## config.mk

```make
export PLATFORM = sky130hd
export DESIGN_NAME = rni_front
export DESIGN_NICKNAME = d
export VERILOG_FILES = /design/src/sv/rni_pkg.sv /design/src/sv/rni_front.sv
export SDC_FILE = /design/constraint.sdc
export NUM_CORES = 1
export LEC_CHECK = 0
export BUFFER_PORTS_ARGS = -buffer_cell sky130_fd_sc_hd__buf_2
export CAP_MARGIN = 20
export CORE_MARGIN = 2
export CORE_UTILIZATION = 55
export CTS_CLUSTER_SIZE = 8
export DETAILED_ROUTE_END_ITERATION = 10
export PLACE_DENSITY = 0.87
export SYNTH_ARGS = -nofsm -noshare
export SYNTH_HDL_FRONTEND = slang
export SYNTH_SLANG_ARGS = --single-unit
```

## constraint.sdc

```tcl
create_clock -name clk_i -period 8.2 [get_ports clk_i]
set_input_delay 0.82 -clock clk_i [delete_from_list [all_inputs] [get_ports clk_i]]
set_output_delay 0.82 -clock clk_i [all_outputs]
set_load 0.01 [all_outputs]
```

## src/sv/rni_pkg.sv

```systemverilog
// ---------------------------------------------------------------------------
// rni_pkg
// Widths, codes and shared types of the running numeric integrator.
// ---------------------------------------------------------------------------
package rni_pkg;

  // Field widths
  localparam int unsigned SAMPLE_W   = 32;  // signed Q16.16 sample
  localparam int unsigned ACCUM_W    = 48;  // signed Q32.16 running sum
  localparam int unsigned STEP_W     = 32;  // unsigned Q16.16 spacing
  localparam int unsigned STEP_LO_W  = 16;  // fraction bits of Q16.16
  localparam int unsigned START_W    = 32;  // signed Q16.16 start abscissa
  localparam int unsigned XPOS_W     = 48;  // signed Q32.16 abscissa
  localparam int unsigned RULE_W     = 3;
  localparam int unsigned CFG_IDX_W  = 2;
  localparam int unsigned CFG_DATA_W = 32;

  // Datapath widths: weighted sample sum, partial products, scaled term
  localparam int unsigned SUM_W  = SAMPLE_W + 3;               // y0 + 4*y1 + y2
  localparam int unsigned PP_W   = SUM_W + STEP_W - STEP_LO_W;  // |s| * d[31:16]
  localparam int unsigned PL_W   = SUM_W + STEP_LO_W + 1;       // |s| * d[15:0] + bias
  localparam int unsigned XQ_W   = PP_W + 1;                    // rounded numerator
  localparam int unsigned ACC_EXT_W = XQ_W + 2;                 // unclamped sum

  // Divide-by-three in two digit steps with a reciprocal multiply
  localparam int unsigned DIV_CW   = (XQ_W + 1) / 2;
  localparam int unsigned DIV_HI_W = XQ_W - DIV_CW;
  localparam int unsigned DIV_V_W  = DIV_CW + 2;
  localparam int unsigned RECIP_SH = DIV_CW + 4;
  localparam int unsigned RECIP_W  = RECIP_SH - 1;
  localparam int unsigned PROD_W   = DIV_V_W + RECIP_W;
  localparam logic [RECIP_W-1:0] RECIP =
    RECIP_W'(((64'd1 << RECIP_SH) + 64'd2) / 64'd3);

  // Saturation bounds
  localparam logic [ACCUM_W-1:0] ACC_MAX = {1'b0, {(ACCUM_W-1){1'b1}}};
  localparam logic [ACCUM_W-1:0] ACC_MIN = {1'b1, {(ACCUM_W-1){1'b0}}};

  // Command queue
  localparam int unsigned FIFO_DEPTH = 4;
  localparam int unsigned FIFO_AW    = 2;

  // Output stream packing
  localparam int unsigned OUT_DATA_W = XPOS_W + ACCUM_W;
  localparam int unsigned OUT_USER_W = 2;

  // Integration rules; codes above SIMP behave as TRAP
  typedef enum logic [RULE_W-1:0] {
    RULE_AVG   = 3'd0,
    RULE_RIGHT = 3'd1,
    RULE_LEFT  = 3'd2,
    RULE_TRAP  = 3'd3,
    RULE_SIMP  = 3'd4
  } rule_e;

  // Register indexes of the config port
  typedef enum logic [CFG_IDX_W-1:0] {
    CFG_RULE  = 2'd0,
    CFG_STEP  = 2'd1,
    CFG_START = 2'd2
  } cfg_idx_e;

  // Divisor of a contribution; the code equals the divisor
  typedef enum logic [1:0] {
    KIND_ONE   = 2'd1,
    KIND_HALF  = 2'd2,
    KIND_THIRD = 2'd3
  } kind_e;

  // Reset value of the step config register
  localparam logic [STEP_W-1:0] STEP_RST = STEP_W'(1) << STEP_LO_W;

  // Classified request handed from front to back
  typedef struct packed {
    logic                       first;     // series start: clear and emit origin
    logic                       fin;       // last sample of the series
    logic                       term;      // a contribution is added and emitted
    logic                       step_add;  // term abscissa is one step ahead
    kind_e                      kind;
    logic signed [SUM_W-1:0]    sum;       // weighted sample sum
    logic [STEP_W-1:0]          step;
    logic [XPOS_W-1:0]          xpos;      // abscissa of the current sample
  } cmd_t;

  // Result shown on the output stream
  typedef struct packed {
    logic               sat;
    logic               send;
    logic               last;
    logic [ACCUM_W-1:0] integral;
    logic [XPOS_W-1:0]  xpos;
  } res_t;

endpackage

```

## src/sv/rni_front.sv

```systemverilog
// ---------------------------------------------------------------------------
// rni_front
// Accepts samples, tracks series position and history, picks the rule's
// weighted sample sum and divisor, and queues a request for the back end.
// ---------------------------------------------------------------------------
module rni_front (
  input  logic                           clk_i,
  input  logic                           rst_ni,
  input  logic                           in_valid_i,
  output logic                           in_ready_o,
  input  logic [rni_pkg::SAMPLE_W-1:0]   in_sample_i,
  input  logic                           in_final_i,
  input  logic [rni_pkg::RULE_W-1:0]     rule_i,
  input  logic [rni_pkg::STEP_W-1:0]     step_i,
  input  logic [rni_pkg::START_W-1:0]    start_i,
  input  logic                           full_i,
  output logic                           push_o,
  output rni_pkg::cmd_t                  cmd_o
);

  logic                                 started_q;
  logic                                 par_q, par_d;
  logic [rni_pkg::SAMPLE_W-1:0]         prev_q, pprev_q;
  logic [rni_pkg::XPOS_W-1:0]           cur_q, cur_d;
  logic                                 take, first;
  logic signed [rni_pkg::SUM_W-1:0]     y_ext, p_ext, b_ext;
  logic                                 term;
  logic                                 step_add;
  rni_pkg::kind_e                       kind;
  logic signed [rni_pkg::SUM_W-1:0]     sum;

  assign in_ready_o = !full_i;
  assign take       = in_valid_i && !full_i;
  assign first      = !started_q;

  assign y_ext = {{(rni_pkg::SUM_W - rni_pkg::SAMPLE_W){in_sample_i[rni_pkg::SAMPLE_W-1]}},
                  in_sample_i};
  assign p_ext = {{(rni_pkg::SUM_W - rni_pkg::SAMPLE_W){prev_q[rni_pkg::SAMPLE_W-1]}},
                  prev_q};
  assign b_ext = {{(rni_pkg::SUM_W - rni_pkg::SAMPLE_W){pprev_q[rni_pkg::SAMPLE_W-1]}},
                  pprev_q};

  // Abscissa and parity of this sample
  always_comb begin
    if (first) begin
      cur_d = {{(rni_pkg::XPOS_W - rni_pkg::START_W){start_i[rni_pkg::START_W-1]}}, start_i};
      par_d = 1'b0;
    end else begin
      cur_d = cur_q + {{(rni_pkg::XPOS_W - rni_pkg::STEP_W){1'b0}}, step_i};
      par_d = !par_q;
    end
  end

  // Rule decode
  always_comb begin
    term     = 1'b0;
    step_add = 1'b0;
    kind     = rni_pkg::KIND_ONE;
    sum      = y_ext;
    unique case (rni_pkg::rule_e'(rule_i))
      rni_pkg::RULE_AVG: begin
        term     = 1'b1;
        step_add = 1'b1;
        kind     = (first || in_final_i) ? rni_pkg::KIND_HALF : rni_pkg::KIND_ONE;
      end
      rni_pkg::RULE_RIGHT: begin
        term = !first;
      end
      rni_pkg::RULE_LEFT: begin
        term = !first;
        sum  = p_ext;
      end
      rni_pkg::RULE_SIMP: begin
        if (!par_d) begin
          // even index closes a pair
          term = !first;
          kind = rni_pkg::KIND_THIRD;
          sum  = b_ext + (p_ext <<< 2) + y_ext;
        end else begin
          // odd final index: trapezoid tail
          term = !first && in_final_i;
          kind = rni_pkg::KIND_HALF;
          sum  = p_ext + y_ext;
        end
      end
      default: begin
        term = !first;
        kind = rni_pkg::KIND_HALF;
        sum  = p_ext + y_ext;
      end
    endcase
  end

  // Request to the queue
  assign push_o         = take && (first || term);
  assign cmd_o.first    = first;
  assign cmd_o.fin      = in_final_i;
  assign cmd_o.term     = term;
  assign cmd_o.step_add = step_add;
  assign cmd_o.kind     = kind;
  assign cmd_o.sum      = sum;
  assign cmd_o.step     = step_i;
  assign cmd_o.xpos     = cur_d;

  // Series state
  always_ff @(posedge clk_i or negedge rst_ni) begin
    if (!rst_ni) begin
      started_q <= 1'b0;
      par_q     <= 1'b0;
      prev_q    <= '0;
      pprev_q   <= '0;
      cur_q     <= '0;
    end else if (take) begin
      started_q <= !in_final_i;
      par_q     <= par_d;
      prev_q    <= in_sample_i;
      pprev_q   <= prev_q;
      cur_q     <= cur_d;
    end
  end

endmodule

```

==> Word level (Yosys, flattened, before mapping) <==
Cells that the tools add are included.
Widths: inputs -> output; s select.
{ "word_totals": {"input_bits": 104, "output_inout_bits": 123, "word_cells": 34, "ff_bits": 114} }
{ "classes": {"n_addsub": 4, "mux": 10, "eq_ne": 3, "n_reduce_logical": 12} }
{ "ops": {"columns": ["cell", "count"], "rows": [
  ["$pmux 35 s3", 1],
  ["$add 48x32->48", 1],
  ["$mux 48", 1],
  ["$add 32x34->35", 1],
  ["$add 35x32->35", 1],
  ["$mux 35", 1],
  ["$add 32x32->33", 1],
  ["$pmux 2 s3", 1],
  ["$logic_not 1->1", 4],
  ["$mux 1", 4],
  ["$reduce_or 2->1", 2],
  ["$eq 3x1->1 const B", 1],
  ["$eq 3x2->1 const B", 1],
  ["$eq 3x3->1 const B", 1],
  ["$logic_and 1x1->1", 3],
  ["$logic_not 3->1", 1],
  ["$logic_or 1x1->1", 2],
  ["$mux 2", 1],
  ["$pmux 1 s2", 1]
]} }

==> Longest topological paths before layout <==
{ "depth": {"depth_word": 6, "depth_mapped": 14, "depth_no_buf": 14} }

==> Least setup slack after synthesis <==
No wires, ideal clock.
{ "synth_timing": {"path_type": "input -> output", "from": "in in_sample_i[2] (netlist name)", "to": "out cmd_o[97] (netlist name)", "n_path_buf": 0, "t_arrival_ns": 3.827, "slack_ns": 3.553, "t_required_ns": 7.380, "cell_stages": 14, "cell_sequence": "inv_1 > fa_1 > inv_1 > fa_1 > a21o_1 > a221oi_1 > o21ai_1 > a21oi_1 > o21ai_1 > a21o_1 > a21oi_1 > xnor2_1 > a222oi_1 > o21ai_0"} }
{ "synth_lines": {"columns": ["element", "line_no", "source"], "rows": [
  ["from (decl)", "rni_front.sv:11", "input logic [rni_pkg::SAMPLE_W-1:0] in_sample_i,"],
  ["to (decl)", "rni_front.sv:18", "output rni_pkg::cmd_t cmd_o"]
]} }

==> impl_results.md <==
* Congestion Overflow GR at 0
* CTS max path bufs at 2
* Post-synth EDFFs at 0
* CP required at 7.38 ns
* Pwr Density at between 200 and 300 mW/mm2
* Minimum clock period at between 5 and 6 ns
* Most frequent cells in the layout: 352 x nand2_1, 225 x buf_2, 143 x a21oi_1
* Post-route cell area at ~0.014 mm2
* Sequential area share after synthesis at 0.237
* Slew @ Worst Pin at approximately 1.1 ns
* CTS tree: done
* WL/cell at between 15 and 20 um
* Core Rows at 54
* Worst setup SP type: primary input
* Share of post-route cells with drive strength above 1 at 0.186
* CP endpoint kind: output port
* Chip Width at 152 um
* Fin. Hold Viols at 0
* Total power at 4.02 mW
* R2R Setup Slk at 4.59 ns
* Die area at 0.0231 mm2
* Routability cong. at 0.993
* Maxcap violations at 0
* Unrepaired setup endpoints after global routing: no
* Synth Cell Area at between 0.01 and 0.015 mm2
* TritonRoute pass-1 iters at 6
* Largest net degree at the start of global routing at around 100
* Inserted Clock Buffers at 17
* Fmax at 188 MHz
* Synth warn at 0
* Postcts setup bufs at 0
* Filler Cell Count at roughly 1900
* Final setup viols at 0
* Most common cell after layout, fill and taps aside: nand2_1
* Input/output buffers at 226
* Post-DP Area at ~0.013 mm2
* Post-synth ARST share at 1.00
* Initial antenna violation count at 5
* Total negative setup slack at 0 ns
* Clock latency on the worst-skew pair at between 0.4 and 0.5 ns
* Max incr delay on CP at between 0.5 and 0.6 ns
* H-tree depth at 4
* Non-Filler Instances at 1981
* Routing usage on met2 at 0.519
* Crit path cell chain: buf_2, inv_1, fa_1, inv_1, fa_1, a21o_1, a221oi_1, o21ai_1, nand3_1, nand2_1, o41ai_1, a21oi_1, a221oi_2, xnor2_1, o221a_2, buf_2
* Clk root buf: clkbuf_16
* CP max-delay cell: fa_1
* Residual DRC at 0
* Met1 Usage GRT at 0.398
* Layout net count at approximately 1900
* Antenna-violating nets left at 0
* Tcrit/Tclk final at 0.648
* Global-route wire length before repair at 59.3 mm
* Syn Inst Count at about 1500
* Clock Pin Slew Worst Setup and Hold Paths at 0.06 ns
* Clk_skew at between 0.008 and 0.009 ns
* Gr busiest metal: met2
* Post-CTS Resized at 0
* Worst Path Arrival at ~4.5 ns
* Core area at approximately 0.022 mm2
* Static leakage at 6.80 nW
* Max_slew headroom at 0.252
* Pre-CTS WS at 2.92 ns
* VDD IR max at between 0.1 and 0.15 mV
* Crit Path Max Fanout at 5
* Inst Count DP at roughly 1900
* Initial drt markers at a little over 900
* Vias in the first global route at 11800
* Synth unique cells at 70
* Most used DFF post-synth: dfrtp_1
* Critical path class: in -> out
* Global-route met3 utilization at 0.0590
* Final worst slack at roughly 2.9 ns
* Total Wirelength at about 36 mm
* Hold/Removal Path Class: in -> async
* Syn avg cell area at 7.85 um2
* Outcome: finished, final reports clean
* # IOs at about 230
* Area delta synth->final at 13.3%
* Overall die height at ~150 um
* Mapped Nets at 1772
* DP Wirelength at roughly 27 mm
* Max-slew violation count at 0
* Initial Utilization at 0.556
* Sink Count at between 100 and 150
* All-layer global routing usage at 0.311
* Via Count at between 10000 and 15000
* Vias per inst at approximately 6.1
* Synth Register Bits at around 110
* Hold-fix buffers at CTS at 0
final timing paths:
check,cells after the start,end,from
max in group asynchronous,3,started_q$_DFFE_PN0P_,rst_ni
worst min register to register,2,cur_q[6]$_DFFE_PN0P_,cur_q[6]$_DFFE_PN0P_
worst max register to register,13,cur_q[36]$_DFFE_PN0P_,cur_q[0]$_DFFE_PN0P_
min in group clk_i,2,cur_q[6]$_DFFE_PN0P_,cur_q[6]$_DFFE_PN0P_
worst min-delay path,1,cur_q[45]$_DFFE_PN0P_,rst_ni
worst max-delay path,16,cmd_o[111],in_sample_i[2]
state kept, by name, indices dropped and copies added, names as in the netlist:
signal     cells
cur_q         48
pprev_q       32
prev_q        32
par_q          1
started_q      1
cell usage after synthesis, drive strengths merged, types with 5 or more instances:
library cell / instances / area share
nor3: 17 / 0.0071
buf: 41 / 0.024
dfrtp: 114 / 0.24
a31oi: 17 / 0.0093
nor2b: 12 / 0.0069
xor2: 41 / 0.030
a21oi: 143 / 0.059
nand2: 353 / 0.11
nand4: 17 / 0.0088
o31ai: 5 / 0.0035
o211ai: 10 / 0.0062
o22a: 8 / 0.0058
a221oi: 5 / 0.0047
nor2: 83 / 0.026
o22ai: 18 / 0.0093
inv: 26 / 0.0081
mux2: 30 / 0.028
o21bai: 12 / 0.0075
o21ai: 103 / 0.043
o21a: 11 / 0.0069
a222oi: 18 / 0.015
a211oi: 8 / 0.0050
and3: 21 / 0.011
fa: 35 / 0.058
nand3: 22 / 0.0091
mux2i: 8 / 0.0066
ha: 99 / 0.10
a21o: 57 / 0.036
and4: 7 / 0.0051
clkbuf: 66 / 0.021
xnor2: 59 / 0.043
nand2b: 16 / 0.0089
power by group:
group | leakage, nW | switching, mW | internal, mW
Sequential | 1.42 | 0.129 | 0.697
Clock | 0.249 | 0.293 | 0.384
Combinational | 5.13 | 1.45 | 1.06
critical path, delay by kind of cell:
| kind | cells | cell delay [ns] |
|---|---|---|
| compound gates | 7 | 1.91 |
| fa+ha+maj | 2 | 1.00 |
| buf+inv | 4 | 0.38 |
| simple gates | 2 | 0.21 |
| xor+xnor | 1 | 0.15 |
cells by family (layout without fill, tap and decap cells):
logic type	count (synthesis)	after routing	share of synthesized area
mux	38	38	0.0350
xor+xnor	100	100	0.0727
buf+inv	134	296	0.0532
fa+ha+maj	134	134	0.161
other cells	0	5	0
simple gates	565	565	0.202
compound gates	449	449	0.239
flops	114	114	0.237
metal layers:
metal,share of wire,vias up
li1,-,5734
met1,0.41,5699
met2,0.48,572
met3,0.078,97
met4,0.033,0
met5,0,-
final cells by class:
cell class,count,area [um2],share of cell area
Multi-Input combinational cell,1286,8570,0.628
Sequential cell,114,2850,0.209
Timing Repair Buffer,237,1240,0.0906
Clock buffer,19,433,0.0317
Tap cell,280,350,0.0257
Inverter,27,101,0.00743
Clock inverter,13,90.1,0.00660
Antenna cell,5,12.5,0.000917
stage by stage:
step                utilization  hold slack [ns]
floorplan                     -            0.443
global placement          0.603            0.465
detailed placement        0.603            0.469
CTS                       0.627            0.349
global route              0.629            0.373
finish                    0.629            0.344
Power figures use the tool's default switching activity.
