===== config.mk =====
export PLATFORM = sky130hd
export DESIGN_NAME = rni_fifo
export DESIGN_NICKNAME = d
export VERILOG_FILES = /design/src/sv/rni_pkg.sv /design/src/sv/rni_fifo.sv
export SDC_FILE = /design/constraint.sdc
export NUM_CORES = 1
export LEC_CHECK = 0
export BUFFER_PORTS_ARGS = -buffer_cell sky130_fd_sc_hd__buf_2
export CORE_ASPECT_RATIO = 0.5
export CORE_MARGIN = 2
export CORE_UTILIZATION = 40
export CTS_CLUSTER_DIAMETER = 150
export DETAILED_ROUTE_END_ITERATION = 16
export GPL_ROUTABILITY_DRIVEN = 0
export GPL_TIMING_DRIVEN = 1
export SLEW_MARGIN = 20
export SYNTH_ARGS = -nofsm -noshare
export SYNTH_HDL_FRONTEND = slang
export SYNTH_SLANG_ARGS = --single-unit

===== constraint.sdc =====
create_clock -name clk_i -period 12.11 [get_ports clk_i]
set_input_delay 0.6055 -clock clk_i [delete_from_list [all_inputs] [get_ports clk_i]]
set_output_delay 0.6055 -clock clk_i [all_outputs]
set_load 0.02 [all_outputs]

===== src/sv/rni_pkg.sv =====
// ---------------------------------------------------------------------------
// rni_pkg
// Widths, codes and shared types of the running numeric integrator.
// ---------------------------------------------------------------------------
package rni_pkg;

  // Field widths
  localparam int unsigned SAMPLE_W   = 32;  // signed Q16.16 sample
  localparam int unsigned ACCUM_W    = 48;  // signed Q32.16 running sum
  localparam int unsigned STEP_W     = 32;  // unsigned Q16.16 spacing
  localparam int unsigned STEP_LO_W  = 16;  // fraction bits of Q16.16
  localparam int unsigned START_W    = 32;  // signed Q16.16 start abscissa
  localparam int unsigned XPOS_W     = 48;  // signed Q32.16 abscissa
  localparam int unsigned RULE_W     = 3;
  localparam int unsigned CFG_IDX_W  = 2;
  localparam int unsigned CFG_DATA_W = 32;

  // Datapath widths: weighted sample sum, partial products, scaled term
  localparam int unsigned SUM_W  = SAMPLE_W + 3;               // y0 + 4*y1 + y2
  localparam int unsigned PP_W   = SUM_W + STEP_W - STEP_LO_W;  // |s| * d[31:16]
  localparam int unsigned PL_W   = SUM_W + STEP_LO_W + 1;       // |s| * d[15:0] + bias
  localparam int unsigned XQ_W   = PP_W + 1;                    // rounded numerator
  localparam int unsigned ACC_EXT_W = XQ_W + 2;                 // unclamped sum

  // Divide-by-three in two digit steps with a reciprocal multiply
  localparam int unsigned DIV_CW   = (XQ_W + 1) / 2;
  localparam int unsigned DIV_HI_W = XQ_W - DIV_CW;
  localparam int unsigned DIV_V_W  = DIV_CW + 2;
  localparam int unsigned RECIP_SH = DIV_CW + 4;
  localparam int unsigned RECIP_W  = RECIP_SH - 1;
  localparam int unsigned PROD_W   = DIV_V_W + RECIP_W;
  localparam logic [RECIP_W-1:0] RECIP =
    RECIP_W'(((64'd1 << RECIP_SH) + 64'd2) / 64'd3);

  // Saturation bounds
  localparam logic [ACCUM_W-1:0] ACC_MAX = {1'b0, {(ACCUM_W-1){1'b1}}};
  localparam logic [ACCUM_W-1:0] ACC_MIN = {1'b1, {(ACCUM_W-1){1'b0}}};

  // Command queue
  localparam int unsigned FIFO_DEPTH = 4;
  localparam int unsigned FIFO_AW    = 2;

  // Output stream packing
  localparam int unsigned OUT_DATA_W = XPOS_W + ACCUM_W;
  localparam int unsigned OUT_USER_W = 2;

  // Integration rules; codes above SIMP behave as TRAP
  typedef enum logic [RULE_W-1:0] {
    RULE_AVG   = 3'd0,
    RULE_RIGHT = 3'd1,
    RULE_LEFT  = 3'd2,
    RULE_TRAP  = 3'd3,
    RULE_SIMP  = 3'd4
  } rule_e;

  // Register indexes of the config port
  typedef enum logic [CFG_IDX_W-1:0] {
    CFG_RULE  = 2'd0,
    CFG_STEP  = 2'd1,
    CFG_START = 2'd2
  } cfg_idx_e;

  // Divisor of a contribution; the code equals the divisor
  typedef enum logic [1:0] {
    KIND_ONE   = 2'd1,
    KIND_HALF  = 2'd2,
    KIND_THIRD = 2'd3
  } kind_e;

  // Reset value of the step config register
  localparam logic [STEP_W-1:0] STEP_RST = STEP_W'(1) << STEP_LO_W;

  // Classified request handed from front to back
  typedef struct packed {
    logic                       first;     // series start: clear and emit origin
    logic                       fin;       // last sample of the series
    logic                       term;      // a contribution is added and emitted
    logic                       step_add;  // term abscissa is one step ahead
    kind_e                      kind;
    logic signed [SUM_W-1:0]    sum;       // weighted sample sum
    logic [STEP_W-1:0]          step;
    logic [XPOS_W-1:0]          xpos;      // abscissa of the current sample
  } cmd_t;

  // Result shown on the output stream
  typedef struct packed {
    logic               sat;
    logic               send;
    logic               last;
    logic [ACCUM_W-1:0] integral;
    logic [XPOS_W-1:0]  xpos;
  } res_t;

endpackage


===== src/sv/rni_fifo.sv =====
// ---------------------------------------------------------------------------
// rni_fifo
// Short request queue between the classifying front and the arithmetic back.
// ---------------------------------------------------------------------------
module rni_fifo (
  input  logic          clk_i,
  input  logic          rst_ni,
  input  logic          push_i,
  input  rni_pkg::cmd_t cmd_i,
  output logic          full_o,
  input  logic          pop_i,
  output logic          empty_o,
  output rni_pkg::cmd_t cmd_o
);

  rni_pkg::cmd_t                  mem_q [rni_pkg::FIFO_DEPTH];
  logic [rni_pkg::FIFO_AW-1:0]    wptr_q, rptr_q;
  logic [rni_pkg::FIFO_AW:0]      cnt_q, cnt_d;
  logic                           do_push, do_pop;

  assign full_o  = (cnt_q == (rni_pkg::FIFO_AW + 1)'(rni_pkg::FIFO_DEPTH));
  assign empty_o = (cnt_q == '0);
  assign cmd_o   = mem_q[rptr_q];

  assign do_push = push_i && !full_o;
  assign do_pop  = pop_i && !empty_o;

  // Occupancy
  always_comb begin
    cnt_d = cnt_q;
    if (do_push && !do_pop) begin
      cnt_d = cnt_q + 1'b1;
    end else if (do_pop && !do_push) begin
      cnt_d = cnt_q - 1'b1;
    end
  end

  // Pointers and count
  always_ff @(posedge clk_i or negedge rst_ni) begin
    if (!rst_ni) begin
      wptr_q <= '0;
      rptr_q <= '0;
      cnt_q  <= '0;
    end else begin
      cnt_q <= cnt_d;
      if (do_push) begin
        wptr_q <= wptr_q + 1'b1;
      end
      if (do_pop) begin
        rptr_q <= rptr_q + 1'b1;
      end
    end
  end

  // Entry storage
  always_ff @(posedge clk_i) begin
    if (do_push) begin
      mem_q[wptr_q] <= cmd_i;
    end
  end

endmodule


Word-level counts from Yosys, hierarchy flattened
Memories as Yosys holds them, arrays and structs flattened.
Index checks and enable logic that the tools add are counted.
{ "totals": {"reg_bits": 7, "ram_bits": 484, "out_inout_bits": 123, "memories": 1, "elab_cells": 23} }
{ "classes": {"add_sub_neg": 4, "n_reduce_logical": 10, "n_mux": 4, "n_eq_ne": 1} }
{ "memory_table": {"columns": ["memory", "words", "width", "read_ports", "rd_ports_with_merged_regs", "write_ports", "line_no", "text"], "rows": [
  ["mem_q", 4, 121, 1, 0, 1, "rni_fifo.sv:16", "rni_pkg::cmd_t mem_q [rni_pkg::FIFO_DEPTH];"]
]} }
{ "op_table": {"columns": ["cell", "count"], "rows": [
  ["3-bit 2-to-1 mux", 2],
  ["2-bit by 1-bit adder with 2-bit output (second input constant)", 2],
  ["1-bit logical AND", 4],
  ["1-bit logical NOT", 4],
  ["3-bit by 1-bit adder with 3-bit output (second input constant)", 1],
  ["3-bit equality test (second input constant)", 1],
  ["3-bit logical NOT", 1],
  ["3-bit by 1-bit subtractor with 3-bit output (second input constant)", 1],
  ["1-bit 2-to-1 mux", 2],
  ["2-bit nonzero test", 1]
]} }

Logic depth before layout (Yosys ltp)
Gate-level depths: netlist (run 1).
{ "logic_depth": {"word_depth": 7, "ltp_mapped": 9} }

Worst setup path before layout (run 1)
Ideal clock, no wire load.
{ "synth_path": {"path_kind": "input -> register", "start": "in push_i", "end": "mem mem_q[0][0] in the netlist's numbering, enable pin", "n_path_buf": 1, "required_ns": 11.616, "stages": 3, "setup_slack_ns": 7.945, "arrival_ns": 3.671, "cell_sequence": "nor2b_1 buf_2 and2_1"} }
{ "synth_between": {"elab_chain_cells": 3} }
{ "synth_lines": {"columns": ["element", "line_no", "text"], "rows": [
  ["start, declared", "rni_fifo.sv:8", "input logic push_i,"],
  ["1-bit logical AND", "rni_fifo.sv:25", "assign do_push = push_i && !full_o;"],
  ["net do_push", "rni_fifo.sv:19", "logic do_push, do_pop;"],
  ["1-bit 2-to-1 mux", "rni_fifo.sv:57", "if (do_push) begin"],
  ["1-bit 2-to-1 mux (not written as such)", "rni_fifo.sv:58", "mem_q[wptr_q] <= cmd_i;"],
  ["end, declared", "rni_fifo.sv:16", null]
]} }
The timed path passes the listed nets, and every way through them passes these cells.

==> results of run 1 <==
[cell usage after synthesis, drive strengths merged]
cell type	n	share of area (%)
edfxtp	484	81
mux4	121	15
buf	26	1.1
dfrtp	7	0.98
ha	5	0.35
and2	4	0.14
inv	4	0.084
xnor2	4	0.20
clkbuf	3	0.063
mux2	2	0.13
xor2	2	0.098
fa	1	0.11
nand2	1	0.021
nand3	1	0.028
nor2	1	0.021
nor2b	1	0.035
nor3b	1	0.070
or3	1	0.035
[how the worst max path moves through the flow]
stage                              to  depth (start not counted)                  start  slack, ns
3_3_place_gp   mem_q[1][12]$_DFFE_PP_                          4                 push_i       8.71
5_1_grt                     cmd_o[38]                          3  rptr_q[0]$_DFFE_PN0P_       8.04
2_1_floorplan   mem_q[0][0]$_DFFE_PP_                          3                 push_i       7.94
4_1_cts                     cmd_o[38]                          3  rptr_q[0]$_DFFE_PN0P_       8.18
3_5_place_dp   mem_q[1][12]$_DFFE_PP_                          4                 push_i       8.68
6_report                    cmd_o[54]                          3  rptr_q[1]$_DFFE_PN0P_       8.29
[registers in the layout, indices dropped and copies added, names as in the netlist]
register and count:
cnt_q 3, mem_q 484, wptr_q 2, rptr_q 2
[cell usage in the layout, fill, tap and decap left out, types with 2 or more instances in the layout]
cell | netlist | final
and2_4 | 0 | 4
buf_2 | 15 | 247
buf_4 | 1 | 7
bufinv_16 | 0 | 4
clkbuf_1 | 3 | 11
clkbuf_16 | 0 | 47
clkinv_1 | 0 | 8
clkinv_2 | 0 | 5
dfrtp_1 | 7 | 5
dfrtp_4 | 0 | 2
diode_2 | 0 | 4
edfxtp_1 | 484 | 484
ha_1 | 5 | 5
inv_1 | 4 | 4
mux4_2 | 121 | 121
xnor2_1 | 4 | 4
xor2_1 | 2 | 2
[where the power goes]
group          switching [W]  internal [W]  total, W  leakage (nW)
clock network       0.000571      0.000790   0.00136         0.685
logic               0.000975      0.000661   0.00164          1.92
registers           0.000147       0.00225   0.00240          4.51
[routing by layer]
layer  vias up  GRT usage, %  share of wire, %  routed length (um)
met4         0          4.90               2.4                 833
met3        51          2.73               3.4                1160
met1      4124          17.3                38               12900
li1       3437             -                 -                   -
met2       138          27.3                56               19200
met5         -             0                 0                   0
[worst max-delay path, stage by stage (launching register included)]
cell,delay (ns)
dfrtp_4,1.06
buf_4,0.85
mux4_2,0.46
buf_2,0.18
[layout make-up]
type,count,area [um2]
diodes,4,10.0
fillers,3513,22700
multi-input cells,145,2960
clock buffers,58,1220
inverters,4,15.0
clock inverters,18,184
flip-flops and latches,491,14700
well taps,588,736
repair buffers,256,1330
[per-stage QoR]
step | worst slack (ns) | utilization, %
2_1_floorplan | 7.94 | -
3_3_place_gp | 8.71 | 45.0
3_5_place_dp | 8.68 | 45.0
4_1_cts | 8.18 | 48.2
5_1_grt | 8.04 | 48.3
6_report | 8.29 | 48.3
[timing repair]
| item | 4_1_cts | 5_1_grt |
|---|---|---|
| setup endpoints to repair | 0 | 0 |
| hold buffers | 1 | 0 |
| hold endpoints to repair | 7 | 0 |
| gates resized for setup | 0 | 0 |
[cells by family (layout without fill, tap and decap cells)]
group | count (synthesis) | in the layout | share of synthesized area [%]
DFF | 491 | 491 | 82.3
muxes | 123 | 123 | 15.4
buffers and inverters | 33 | 336 | 1.20
and+or+nand+nor | 10 | 10 | 0.350
adders and majority gates | 6 | 6 | 0.462
xor gates and xnor gates | 6 | 6 | 0.294
other | 0 | 4 | 0
==> flow_metrics.tcl, run 1 <==
set metrics [dict create \
    r2r-start "cnt_q[2]$_DFFE_PN0P_" \
    reg2regPathDepth 4 \
    placed_area_mm2 0.0197 \
    final_nets 1074 \
    start_util_pct 40.7 \
    tns_ns 0 \
    fin_area_mm2 0.0212 \
    criticalPathCategory "flop to primary output" \
    io_pins 248 \
    min_to "mem_q[3][110]$_DFFE_PP_" \
    grt_pass1_vias 8242 \
    min_from "cmd_i[110]" \
    max_cap_viol_count 0 \
    leakage_nw 7.12 \
    syn_inst 669 \
    syn_to_final_growth_pct 18.4 \
    power_w 0.00539 \
    critPathCaptureType "primary output" \
    core_area_mm2 0.0438 \
    critPathLaunchType "flop" \
    fin_hold_ws_ns 0.263 \
    clock_skew_ns 0.0131 \
    cts_tree "built" \
    die_area_mm2 0.0465 \
    fp-row-count 54 \
    holdPathStages 1 \
    rr_endpoint "mem_q[3][51]$_DFFE_PP_" \
    fp.dieH_um 153 \
    min_period_ns 3.82 \
    clk_pin_slew_ns 0.06 \
    antenna_left 0 \
    rsz0062_at_grt "false" \
    cts_setup_buffers 0 \
    grt_pass1_wl_um 50900 \
    avgSynthCellArea_um2 26.7 \
    insertion_delay_ns 0.55 \
    r2r_slack_ns 8.86 \
    routed_wl_um 34100 \
    path_max_fanout 62 \
    p_per_area_mw_per_mm2 255 \
    ir_worst_vdd_mv 0.141 \
    arrival_ns 3.21 \
    setup_violations 0 \
    drive_gt1_share_pct 45.4 \
    synth.distinct_cells 22 \
    cts_buffer_depth 3 \
    vias 7750 \
    status "finished, final reports clean" \
    antenna_found_initial 5 \
    yosys_register_bits 491 \
    final_cells 1564 \
    grt-ovfl-total 0 \
    worstPathRequired_ns 11.50 \
    h-tree-depth 2 \
    die_x_um 303 \
    netlist_area_mm2 0.0179 \
    grt_usage_pct 14.7 \
    timing.fmax_mhz 262 \
    grt_max_degree 70 \
    min_period_over_period_pct 31.5 \
    synth_nets 800 \
    clkSinkCount 491 \
    hold_viol 0 \
    clockRootBuffer "clkbuf_16" \
    viasPerCell 4.96 \
    yosysSeqAreaShare_pct 82.3 \
    first_pass_iters 7 \
    yosysWarnings 0 \
    dp_cells 1482 \
    relSlewSlack_pct 33.4 \
    slew_violations 0 \
    worstMarginPinSlew_ns 1.00 \
    drc 0 \
    numCtsBuffers 45 \
    dp_hpwl_um 20300 \
    wl_per_cell_um 21.8 \
    hold_class "input port to flop" \
    place.port_buffers 247 \
    drtIter0Drc 608 \
]
(Power assumes the default switching activity.)
==> run 2: changes to the inputs <==
clock period = 3.7 ns   (was 12.11 ns; I/O delays follow)
==> run 2 against run 1 <==
Net effect: the flow now finishes with violations (DRC); utilization increased by 3.2 points; critical path depth unchanged; register-to-register slack got worse by 7.6 ns; power increased to 3.3 times the previous value; count of clock-buffer cells in the layout is 7 lower; sequential power grew to 3.2 times the previous value; sequential share of layout area decreased by 4.3 points; first-iteration DRC count is 17% higher; sequential cell count is the same; largest cell class unchanged.
==> flow_metrics.tcl, run 2 (same netlist as run 1, synthesis figures left out) <==
set metrics [dict create \
    clkSinkCount 491 \
    slowest_stage "dfrtp_4" \
    setup_violations 0 \
    final_nets 1203 \
    drtIter0Drc 713 \
    worstPathRequired_ns 3.51 \
    fin_area_mm2 0.0226 \
    clockRootBuffer "clkbuf_16" \
    numCtsBuffers 45 \
    path_max_fanout 29 \
    insertion_delay_ns 0.54 \
    grt_pass1_wl_um 54800 \
    grt_max_degree 49 \
    diodes 0 \
    worstMarginPinSlew_ns 0.798 \
    critPathLaunchType "flop" \
    reg_top3 "mem_q x484, cnt_q x3" \
    core_area_mm2 0.0438 \
    rsz0062_at_grt "false" \
    cts_tree "built" \
    hold_class "input port to async pin" \
    ir_worst_vdd_mv 0.318 \
    min_period_ns 2.78 \
    largest_register_ffs 484 \
    regMostFlops "mem_q" \
    violations "DRC" \
    viasPerCell 4.90 \
    dp_hpwl_um 22000 \
    cts_resized 0 \
    io_pins 248 \
    wl_per_cell_um 21.3 \
    cp_top_family "flip-flops" \
    drc 2 \
    place.port_buffers 247 \
    tns_ns 0 \
    antenna_left 0 \
    fp.dieH_um 153 \
    worstPathCellList "buf_4 -> mux4_2 -> buf_2" \
    placed_area_mm2 0.0199 \
    leakage_nw 7.71 \
    wl_met2_um 20500 \
    h-tree-depth 2 \
    critPathCaptureType "primary output" \
    min_period_over_period_pct 75.2 \
    fin_util_pct 51.5 \
    clock_skew_ns 0.0157 \
    status "finished, violations left" \
    drive_gt1_share_pct 40.7 \
    start_util_pct 40.7 \
    max_stage_delay_ns 0.83 \
    clk_pin_slew_ns 0.06 \
    antenna_found_initial 0 \
    criticalPathCategory "flop to primary output" \
    highest_layer "met4" \
    fp-row-count 54 \
    hold_viol 0 \
    die_area_mm2 0.0465 \
    slew_violations 0 \
    cts_buffer_depth 3 \
    arrival_ns 2.60 \
    routed_wl_um 36100 \
    dp_slack_ns 1.28 \
    final_cell_mix "edfxtp_1, buf_2, dlygate4sd3_1, mux4_2, clkbuf_16" \
    max_cap_viol_count 0 \
    grt-ovfl-total 0 \
    grt_pass1_vias 9136 \
    first_pass_iters 10 \
    wl_met3_um 896 \
    crit_buf_inv 2 \
    syn_to_final_growth_pct 26.3 \
    die_x_um 303 \
    final_common_cell "edfxtp_1" \
    relSlewSlack_pct 46.8 \
    timing.fmax_mhz 359 \
    grt_usage_pct 15.7 \
    met1_length_um 14000 \
    fin_ws_ns 0.916 \
    p_per_area_mw_per_mm2 799 \
    vias 8290 \
]
==> run 2: final cells by class <==
| type | count | area, um2 |
|---|---|---|
| Sequential cell | 491 | 14700 |
| Fill cell | 3429 | 21300 |
| Multi-Input combinational cell | 145 | 2960 |
| Clock buffer | 51 | 1150 |
| Tap cell | 588 | 736 |
| Clock inverter | 27 | 268 |
| Timing Repair Buffer | 385 | 2730 |
| Inverter | 4 | 15.0 |
==> run 2: worst paths after layout <==
path	from	end	slack (ns)	depth (start not counted)
min in group clk_i	push_i	wptr_q[0]$_DFFE_PN0P_	0.17	3
worst max register to register	cnt_q[2]$_DFFE_PN0P_	mem_q[2][60]$_DFFE_PP_	1.27	4
worst max-delay path	rptr_q[0]$_DFFE_PN0P_	cmd_o[87]	0.92	3
worst min register to register	cnt_q[2]$_DFFE_PN0P_	cnt_q[2]$_DFFE_PN0P_	0.49	1
worst min-delay path	rst_ni	cnt_q[2]$_DFFE_PN0P_	0.05	2
max in group asynchronous	rst_ni	rptr_q[0]$_DFFE_PN0P_	3.45	2
==> run 2: worst register-to-register path, stage by stage, from the launching register on <==
cell	delay [ns]
dfrtp_1	0.39
nor3b_2	0.17
nor2b_1	0.45
and2_4	0.69
buf_12	0.35
==> run 2: report_power, final <==
part           leakage, nW  switching, W  internal [W]
registers             4.51      0.000451       0.00734
logic                 2.50       0.00333       0.00239
clock network        0.696       0.00190       0.00263
==> run 2: timing repair <==
action                                 CTS  global route
endpoints found under the hold margin  493             0
hold buffers                           123             0
setup buffers                            0             0
==> run 2: routing by layer <==
| layer | track usage [%] | up-vias |
|---|---|---|
| met5 | 0 | - |
| li1 | - | 3701 |
| met3 | 2.22 | 46 |
| met4 | 4.13 | 0 |
| met1 | 18.7 | 4414 |
| met2 | 29.7 | 129 |
==> run 2: metrics by stage <==
step | hold slack, ns | power (W) | instances
6_report | 0.0520 | 0.0180 | 1691
5_1_grt | 0.0453 | 0.0188 | 1691
4_1_cts | 0.0298 | 0.0183 | 1691
3_5_place_dp | 0.0353 | 0.0137 | 1490
3_3_place_gp | 0.0363 | 0.0136 | 1490
2_1_floorplan | -0.111 | 0.0117 | 669
